===== src/rtl/sti_pkg.sv =====
// constants, codes and types for the sorted insertion table
// no dependencies
package sti_pkg;

   localparam int CAPACITY   = 64;
   localparam int DataWidth  = 32;
   localparam int IndexWidth = 8;
   localparam int CountWidth = $clog2(CAPACITY + 1);
   localparam int CmpWidth   = (CountWidth > IndexWidth) ? CountWidth : IndexWidth;

   typedef enum logic [1:0] {
      OpInsert = 2'd0,
      OpRemove = 2'd1,
      OpRead   = 2'd2
   } op_type;

   typedef enum logic [1:0] {
      StOk    = 2'd0,
      StRange = 2'd1,
      StFull  = 2'd2
   } status_type;

   typedef struct packed {
      logic do_insert;
      logic do_remove;
      logic occupied;
      logic after_idx;
   } cell_ctrl_type;

endpackage


===== src/rtl/sti_cell.sv =====
// one slot of the sorted table: holds an entry, compares it with the
// inserted value and shifts to or from its neighbors; uses sti_pkg
module sti_cell (
   input  logic                                   clock,
   input  sti_pkg::cell_ctrl_type                 ctrl,
   input  logic signed [sti_pkg::DataWidth-1:0]   ins_value,
   input  logic signed [sti_pkg::DataWidth-1:0]   left_entry,
   input  logic                                   left_le,
   input  logic signed [sti_pkg::DataWidth-1:0]   right_entry,
   output logic signed [sti_pkg::DataWidth-1:0]   entry,
   output logic                                   le
);

   logic signed [sti_pkg::DataWidth-1:0] entry_ff;
   logic signed [sti_pkg::DataWidth-1:0] entry_in;

   assign le    = ctrl.occupied && (entry_ff <= ins_value);
   assign entry = entry_ff;

   always_comb begin
      entry_in = entry_ff;
      if (ctrl.do_insert && !le) begin
         entry_in = left_le ? ins_value : left_entry;
      end else if (ctrl.do_remove && ctrl.after_idx) begin
         entry_in = right_entry;
      end
   end

   always_ff @(posedge clock) begin
      entry_ff <= entry_in;
   end

endmodule


===== config.mk =====
export PLATFORM = sky130hd
export DESIGN_NAME = sti_cell
export DESIGN_NICKNAME = d
export VERILOG_FILES = /design/src/rtl/sti_pkg.sv /design/src/rtl/sti_cell.sv
export SDC_FILE = /design/constraint.sdc
export NUM_CORES = 1
export LEC_CHECK = 0
export BUFFER_PORTS_ARGS = -buffer_cell sky130_fd_sc_hd__buf_4
export CAP_MARGIN = 20
export CORE_MARGIN = 2
export CORE_UTILIZATION = 50
export CTS_CLUSTER_DIAMETER = 40
export DETAILED_ROUTE_END_ITERATION = 10
export MAX_ROUTING_LAYER = met4
export PLACE_DENSITY_LB_ADDON = 0.3
export REMOVE_ABC_BUFFERS = 1
export SYNTH_ARGS = -nofsm -noshare
export SYNTH_HDL_FRONTEND = slang
export SYNTH_SLANG_ARGS = --single-unit

===== constraint.sdc =====
create_clock -name clock -period 5.2 [get_ports clock]
set_input_delay 0 -clock clock [delete_from_list [all_inputs] [get_ports clock]]
set_output_delay 0 -clock clock [all_outputs]
set_load 0.05 [all_outputs]

; Yosys cells after proc, flatten, opt, wreduce, memory -nomap -nowiden
; Cells that the tools add are included.
[word_totals]
reg_bits = 32
in_bits = 102
out_inout_bits = 33
word_cells = 10
[classes]
n_lt_le_gt_ge = 1
mux = 3
n_reduce_logical = 5
[ops]
columns = operator, count
row1 = $mux 32, 3
row2 = $le 32x32->1, 1
row3 = $logic_and 1x1->1, 3
row4 = $reduce_bool 2->1, 1
row5 = $logic_not 1->1, 1

; Logic depth before layout (Yosys ltp)
; Gate-level depths: netlist of the first run.
[depth]
word_depth = 5
ltp_mapped = 10
depth_no_buf = 9

; Least setup slack after synthesis of the first run
; OpenSTA, ideal clock, no wires.
[synth_timing]
kind = reg-to-reg
from = register entry_ff (netlist bit entry[31])
to = register entry_ff (netlist bit entry[0]), enable pin
setup_time_ns = 0.388
arrival_ns = 3.147
slack_ns = 1.665
stages_incl_launch_ff = 9
period_less_slack_ns = 3.535
path_cell_list = edfxtp_1 ha_1 nand4_2 or4_4 nor3_1 o21ai_0 o311ai_2 buf_6 a21o_1
[synth_via]
elab_chain_len = 5
[synth_rtl]
columns = element, line
row1 = from (decl), sti_cell.sv:14  ; logic signed [sti_pkg::DataWidth-1:0] entry_ff;
row2 = from (signal assigned), sti_cell.sv:30  ; entry_ff <= entry_in;
row3 = $le 32x32->1, sti_cell.sv:17  ; assign le = ctrl.occupied && (entry_ff <= ins_value);
row4 = $logic_and 1x1->1, sti_cell.sv:17
row5 = $logic_not 1->1, sti_cell.sv:22  ; if (ctrl.do_insert && !le) begin
row6 = $logic_and 1x1->1, sti_cell.sv:22
row7 = $reduce_bool 2->1 (no source line), n/a
; Every way passes these cells.
; A chain may end at the register's enable or synchronous reset.

; Worst setup path after layout of the first run
[layout_timing]
from = register entry_ff (netlist bit entry[31])
to = register entry_ff (netlist bit entry[23]), enable pin
; The elaborated chain is that of the path after synthesis.

==> results by stage, run 1 <==
Power:
- For this design the ratio of total power to cell area is ~330 nW/um^2.
- The largest vdd supply drop is about 0.00028 V.
- For this design the static power due to leakage is 1.92 nW.

Global routing:
- The number of antenna violations at the first check in global routing is 0.
- The wire length of the first global-routing pass is about 11 mm.
- The global-route total usage across every layer is 24.0%.
- Entering global routing, the biggest net connects 33 pins.
- Summed over all layers, the global routing overflow is 0.
- The number of global-route vias before repair was between 2,000 and 2,500.

STA:
- The number of failing hold endpoints at the final stage is 0.
- The slew at the pin with the worst max-slew slack is slightly above 0.8 ns.
- The largest clock skew in the final design is 0.00433 ns.
- For the final routed database, the setup TNS stands at 0 ns.
- The worst path in the final design needs a cycle of roughly 3.8 ns, including I/O delays and setup.
- Setup repair after global routing left no endpoint under its margin.
- Static timing analysis puts the maximum clock frequency at 262 MHz.
- The worst pin sits at a relative slew slack of between 40% and 50%.
- The final-report max-slew violation count is 0.
- The portion of the clock cycle consumed by the worst path in the final layout is 73.3%.
- Setup violations remaining at the end of the flow were counted as 0.

Clock tree:
- The clock net in this run drives a total of 32 sinks.
- The clock network latency to the later pin of the worst-skew pair is ~0.28 ns.
- Hold repair after CTS inserted 0 buffers.
- The tree is rooted in a sky130_fd_sc_hd__clkbuf_8.
- In this run the deepest clock path goes through 2 buffers.
- The TritonCTS buffer count is 5.
- The number of gates resized after cts is 0.
- Once the clock tree was built, the setup fixing pass inserted 0 buffers.
- After clock tree synthesis, the clock-pin slew on the worst setup and hold paths is 0.06 ns.
- TritonCTS built the clock tree.
- CTS built an H-tree with a depth of 2.

Floorplanning:
- The die is roughly 78 um wide.
- After floorplanning, the core was divided into 26 placement rows.
- Pin placement for this block handled 135 I/O pins.
- The core region is between 5000 and 6000 um^2.
- The total die area is 6050 um^2.
- The starting density of the core is roughly 53%.
- The die is a little under 80 um tall.

Worst setup path:
- STA classifies the critical path endpoint as a flip-flop.
- The required time at the endpoint of the critical path is 5.14 ns.
- The largest fanout on the critical path is 27.
- Across all register-to-register paths, the minimum setup slack is 1.39 ns.
- The worst setup path is launched from a flip-flop.
- The setup path with the least slack is of type reg -> reg.
- Data arrives at the worst endpoint at about 3.8 ns.

Synthesis:
- By area the synthesized netlist is led by sky130_fd_sc_hd__edfxtp_1 35%, sky130_fd_sc_hd__mux2_4 16%, sky130_fd_sc_hd__ha_1 15%.
- Of the total synthesized cell area, the portion taken by XOR and XNOR cells is 0%.
- Of all cell types, the one taking the most synthesized area is sky130_fd_sc_hd__edfxtp_1.
- The synthesized netlist devotes 7.63% of its cell area to compound gates.
- The average cell area after synthesis is 12.0 um^2.
- Of all flip-flops after synthesis, the portion carrying an async set or reset was 0%.
- The synthesized netlist contains 26 unique library cells.
- After Yosys synthesis, full adders, half adders and majority gates account for between 10% and 20% of the synthesized area.
- Summing every instance area after synthesis gives about 2700 um^2.
- Yosys mapped a number of flops with a built-in enable equal to 32.
- During synthesis, Yosys emitted a total of 0 warnings.
- The most used flip-flop cell after synthesis is sky130_fd_sc_hd__edfxtp_1.
- Summing the areas of all and, or, nand and nor instances in the mapped netlist gives about 5.3% of the synthesized area.
- The number of storage elements in the synthesis netlist is 32.
- Of the post-synthesis cell area, the part taken by muxes is 30.5%.
- The instance count of the mapped netlist is 227.
- Sequential elements use 35.3% of the synthesized area.
- By area, the combinational part of the netlist is dominated by multiplexers.
- After synthesis, the largest area contributor takes up 35.3% of total cell area.
- The commonest cells after synthesis are 35 x sky130_fd_sc_hd__inv_1, 35 x sky130_fd_sc_hd__mux2_2, 32 x sky130_fd_sc_hd__edfxtp_1, 32 x sky130_fd_sc_hd__ha_1, 29 x sky130_fd_sc_hd__mux2_4.

Routing:
- The routed layout has around 2,200 vias.
- The first TritonRoute pass finished after 4 iterations.
- Once detail routing completed, the nets flagged for antenna violations numbered 0.
- The total routed wirelength is about 6.7 mm.
- Using the TritonRoute via totals, the vias-per-cell ratio works out to slightly above 5.
- The number of remaining DRC errors is 0.
- In the final routed layout, each cell accounts on average for roughly 16 um.
- For this block, the initial DRC count from the detailed router was 97.

Final layout:
- The post-route netlist has between 50% and 60% of its cells at a drive strength greater than 1.
- For this run, the post-layout net count is a little under 500.
- The register with the most flip-flops in the layout has 32 of them.
- Once layout is complete, the utilization of the core stands at between 70% and 80%.
- The number of antenna diodes is 0.
- After filler insertion, the fill cell instance count of the layout stands at 388.
- The layout overhead on the synthesized area is 41.8%.
- The finished layout holds between 400 and 500 standard cells, fillers aside.

Min path:
- The worst hold path class is in -> reg.

Placement:
- The number of cells in the design after placement is between 400 and 500.
- The final weighted congestion in routability-driven placement is around 0.73.
- The wire-length estimate of the detail-placed layout is 5.39 mm.
- Buffers placed on the I/O ports in this run total about 130.

Job:
- The count of max-cap constraint violations is 0.

Run status:
- The flow ran to the end, and the final reports show no timing, DRC or antenna violations.
[per-layer routing]
layer / vias to the layer above / wire length, um / GRT usage (%)
li1: 1107 / - / -
met5: - / 0 / -
met3: 8 / 474 / 5.12
met2: 101 / 3470 / 43.8
met4: 0 / 87 / 6.79
met1: 1012 / 2700 / 26.2
[power by group]
group	switching (mW)	internal [mW]	leakage, nW
clock network	0.0836	0.0861	0.0359
logic	0.403	0.288	1.57
registers	0.0318	0.366	0.317
[logic make-up after synthesis]
family | Yosys count
mux | 64
buf+inv | 42
fa+ha+maj | 32
flops | 32
compound gates | 31
simple gates | 26
[cells in the final DEF, fill, tap and decap left out, types with 2 or more instances in the layout]
cell type,synthesis,layout
sky130_fd_sc_hd__mux2_2,35,35
sky130_fd_sc_hd__nand4_1,7,7
sky130_fd_sc_hd__buf_4,0,136
sky130_fd_sc_hd__edfxtp_1,32,32
sky130_fd_sc_hd__o21ai_0,5,5
sky130_fd_sc_hd__ha_1,32,32
sky130_fd_sc_hd__clkbuf_8,0,5
sky130_fd_sc_hd__nand3_1,3,3
sky130_fd_sc_hd__inv_1,35,35
sky130_fd_sc_hd__o211ai_1,2,2
sky130_fd_sc_hd__nor3_1,3,3
sky130_fd_sc_hd__mux2_4,29,29
sky130_fd_sc_hd__a21oi_1,16,16
sky130_fd_sc_hd__nand2_1,9,9
[worst paths after layout]
check,to,cells past startpoint,from
hold / removal,entry[25],2,right_entry[25]
hold reg to reg,entry[16],3,entry[31]
setup reg to reg,entry[23],9,entry[31]
setup / recovery,entry[23],9,entry[31]
[metrics by stage]
step | total power, mW | area [um^2] | hold WS, ns | setup slack, ns
global route | 1.33 | 3860 | 0.00526 | 1.14
CTS | 1.27 | 3860 | 0.00270 | 1.40
detailed placement | 1.09 | 3790 | 0.303 | 1.42
finish | 1.26 | 3860 | 0.0159 | 1.39
global placement | 1.08 | 3790 | 0.302 | 1.58
floorplan | 0.880 | 2670 | 0.218 | 0.360
[layout make-up]
class | instances | area, um^2 | share of cell area (%)
Timing Repair Buffer | 136 | 1020 | 26.4
Sequential cell | 32 | 961 | 24.9
Tap cell | 70 | 87.6 | 2.27
Inverter | 35 | 131 | 3.40
Clock buffer | 5 | 68.8 | 1.78
Multi-Input combinational cell | 153 | 1590 | 41.2
[worst max-delay path, cell delays in order, from the launching register on]
cell and delay, ns:
sky130_fd_sc_hd__edfxtp_1 0.38, sky130_fd_sc_hd__ha_1 0.45, sky130_fd_sc_hd__nand4_2 0.14, sky130_fd_sc_hd__or4_4 0.58, sky130_fd_sc_hd__nor3_1 0.24, sky130_fd_sc_hd__o21ai_0 0.19, sky130_fd_sc_hd__o311ai_4 0.28, sky130_fd_sc_hd__buf_4 0.53
sky130_fd_sc_hd__a21o_1 0.27, sky130_fd_sc_hd__buf_4 0.40
No activity file was read; power rests on OpenSTA's default activity.
==> run 2: changes to the inputs <==
--- a/config.mk
+++ b/config.mk
@@ -8,7 +8,7 @@
 export BUFFER_PORTS_ARGS = -buffer_cell sky130_fd_sc_hd__buf_4
 export CAP_MARGIN = 20
 export CORE_MARGIN = 2
-export CORE_UTILIZATION = 50
+export CORE_UTILIZATION = 42
 export CTS_CLUSTER_DIAMETER = 40
 export DETAILED_ROUTE_END_ITERATION = 10
 export MAX_ROUTING_LAYER = met4
==> constraint.sdc (replaced) <==
create_clock -name clock -period 3.43 [get_ports clock]
set_input_delay 0 -clock clock [delete_from_list [all_inputs] [get_ports clock]]
set_output_delay 0 -clock clock [all_outputs]
set_load 0.05 [all_outputs]
==> run 2 against run 1 <==
Final cell count rose by 3.2%. Utilization fell by 12 points. Power increased by 54%. Hold slack worse by 0.0011 ns. Via count barely moved. Design area increased by 1.7%. Sequential share of layout area is 0.43 points lower. Sequential cell count is the same. Combinational power grew 52%. First-iteration DRC count down 46%. Clock power is 65% higher. Largest cell class unchanged. Largest power group unchanged.
==> results by stage, run 2 (synthesis results as in run 1) <==
Floorplanning:
- The die covers approximately 7100 um^2.
- After floorplanning, the core was divided into 29 placement rows.
- The height of the die is between 80 and 90 um.
- During I/O placement, the number of pins put on the boundary was about 140.
- The area inside the core boundary is 6310 um^2.
- The starting density of the core is 43.1%.
- The width of the die is 84.5 um.

Worst setup path:
- The worst setup path is of the reg -> reg kind.
- The register-to-register setup slack is between 0.3 and 0.4 ns.
- At the worst endpoint, the arrival time is about 3.1 ns.
- The worst setup path is launched from a flip-flop.
- STA puts the critical path data required time at 3.47 ns.
- The worst flop-to-flop path startpoint is entry[30].
- Of all nets on the critical path, the largest fanout is 9.
- Tracing the worst setup path back leads to its startpoint at entry[30].
- The kind of end point of the critical path is a flip-flop.

STA:
- The final worst setup slack is ~0.34 ns.
- The portion of the clock cycle consumed by the worst path in the final layout is approximately nine tenths.
- Clock skew on the completed layout was measured at around 0.0064 ns.
- The worst hold-check slack is roughly 0.015 ns.
- Setup repair after global routing left no endpoint under its margin.
- Derived from the worst setup path, the maximum achievable clock frequency is 323 MHz.
- The total of endpoints with negative setup slack in the final report is 0.
- The slew at the pin with the worst max-slew slack is approximately 0.65 ns.
- The number of failing hold endpoints at the final stage is 0.
- The worst-case headroom to the max-slew limit is a little under three fifths.
- The minimum clock period after layout is 3.09 ns.
- The final-report max-slew violation count is 0.

Global routing:
- The global-route congestion overflow total is 0.
- The number of antenna violations at the first check in global routing came to 0.
- The global-route met1 utilization is between 20% and 30%.
- The first global-routing pass estimated between 10 and 15 mm of wire.
- The maximum number of pins on one net before global-route repair is 33.
- The global-route layer with the greatest usage is met2.
- The global-route total usage across every layer is about a fifth.
- The met3 layer usage reported by global route is ~4.8%.
- The number of global-route vias before repair was 2,350.
- In the global route stage, met2 resource usage came out at between 30 and 40%.

Final layout:
- The layout overhead on the synthesized area is 44.3%.
- The register with the most flip-flops in the layout has 32 of them.
- The number of antenna diodes is 0.
- The top cell types in the final layout, fill and taps aside, are 138 x sky130_fd_sc_hd__buf_4, 35 x sky130_fd_sc_hd__inv_1, 35 x sky130_fd_sc_hd__mux2_2.
- In the final layout, the share of cells above drive strength 1 is 58.4%.
- The most common cell after layout, fill and taps aside is sky130_fd_sc_hd__buf_4.
- The final layout net count is roughly 500.
- The filler cell count is 527.

Min path:
- The origin of the worst min-delay path is right_entry[3].
- The worst hold path class is in -> reg.

Routing:
- The number of remaining DRC errors is 0.
- The detail route stage leaves a number of antenna-violating nets equal to 0.
- The total routed wirelength is around 6.5 mm.
- Summing over every cut layer, the via total after detailed routing is roughly 2,200.
- The routed length per placed instance is 14.6 um.
- Using the TritonRoute via totals, the vias-per-cell ratio works out to 5.00.
- In this run, the number of DRC markers left after iteration 0 of detailed routing was 52.
- The number of detailed-routing iterations run before antenna repair is 4.

Run status:
- The run finished with clean final reports.

Placement:
- The final weighted congestion in routability-driven placement is approximately 0.75.
- Summed over all nets, the half-perimeter wirelength after detailed placement is ~5.4 mm.
- The worst setup slack before clock tree synthesis is about 0.33 ns.
- The number of buffers inserted by port buffering is ~130.

Clock tree:
- The number of clock sinks is 32.
- The clock network latency to the later pin of the worst-skew pair is ~0.28 ns.
- The number of H-tree branching levels is 2.
- The number of buffers added for setup after CTS is 0.
- The root buffer cell chosen for the clock tree is sky130_fd_sc_hd__clkbuf_8.
- The TritonCTS buffer count is 5.
- The clock input transition at the sequential cells of the worst setup and hold paths is about 0.07 ns.
- TritonCTS built the clock tree.
- The clock tree buffer depth is 2.
- The number of gates resized after cts is 0.

Job:
- Across the run, the number of max-cap violations was 0.

Power:
- The leakage power is ~2 nW.
- The worst-case IR drop observed on VDD is around 0.00030 V.
- In this run the power density over the cells is approximately 490 nW/um^2.
==> run 2: cell count changes in the layout (fill, tap and decap cells not counted) <==
cell,change
sky130_fd_sc_hd__buf_4,+2
sky130_fd_sc_hd__dlygate4sd3_1,+1
sky130_fd_sc_hd__buf_12,+1
sky130_fd_sc_hd__clkinv_1,+1
sky130_fd_sc_hd__clkinv_2,+2
==> run 2: per-stage QoR <==
stage | total power [mW] | util, % | instances | area, um^2 | setup TNS, ns
2_1_floorplan | 1.33 | - | 220 | 2670 | -72.93
3_3_place_gp | 1.65 | 60.8 | 436 | 3840 | 0
3_5_place_dp | 1.67 | 60.8 | 436 | 3840 | 0
4_1_cts | 1.96 | 62.1 | 444 | 3920 | 0
5_1_grt | 2.05 | 62.2 | 445 | 3930 | 0
6_report | 1.94 | 62.2 | 445 | 3930 | 0
==> run 2: critical path, cell delays in order (launching register included) <==
cell and delay [ns]:
sky130_fd_sc_hd__edfxtp_1 0.40, sky130_fd_sc_hd__ha_1 0.34, sky130_fd_sc_hd__nand4_2 0.13, sky130_fd_sc_hd__or4_4 0.58, sky130_fd_sc_hd__o311a_1 0.37, sky130_fd_sc_hd__o21ai_0 0.17, sky130_fd_sc_hd__o311ai_4 0.30, sky130_fd_sc_hd__buf_4 0.27
sky130_fd_sc_hd__mux2_4 0.30
==> run 2: where the power goes <==
part / leakage, nW / internal [mW] / switching [mW]
clock: 0.0453 / 0.138 / 0.144
combinational: 1.59 / 0.451 / 0.603
sequential: 0.317 / 0.554 / 0.0466
total: 1.95 / 1.14 / 0.793
==> run 2: worst paths after layout <==
| kind | end | depth (start not counted) |
|---|---|---|
| setup / recovery | entry[7] | 8 |
| hold / removal | entry[3] | 2 |
| setup reg to reg | entry[7] | 8 |
| hold reg to reg | entry[3] | 4 |
==> run 2: layout make-up <==
class / instances / area (um^2) / area share [%]
inverter: 35 / 131 / 3.34
sequential: 32 / 961 / 24.5
clock buffer: 5 / 68.8 / 1.75
multi-input combinational: 153 / 1590 / 40.5
timing repair buffer: 140 / 1070 / 27.1
clock inverter: 3 / 13.8 / 0.350
tap: 77 / 96.3 / 2.45
==> run 2: repair_timing <==
action / CTS / global route
hold buffers: 0 / 1
endpoints found under the setup margin: 0 / 0
endpoints found under the hold margin: 0 / 1
==> run 2: layer usage <==
layer | part of all wire (%) | vias up
met5 | 0 | -
met4 | 0.45 | 0
met3 | 6.8 | 2
met2 | 52 | 90
met1 | 41 | 1011
li1 | - | 1123
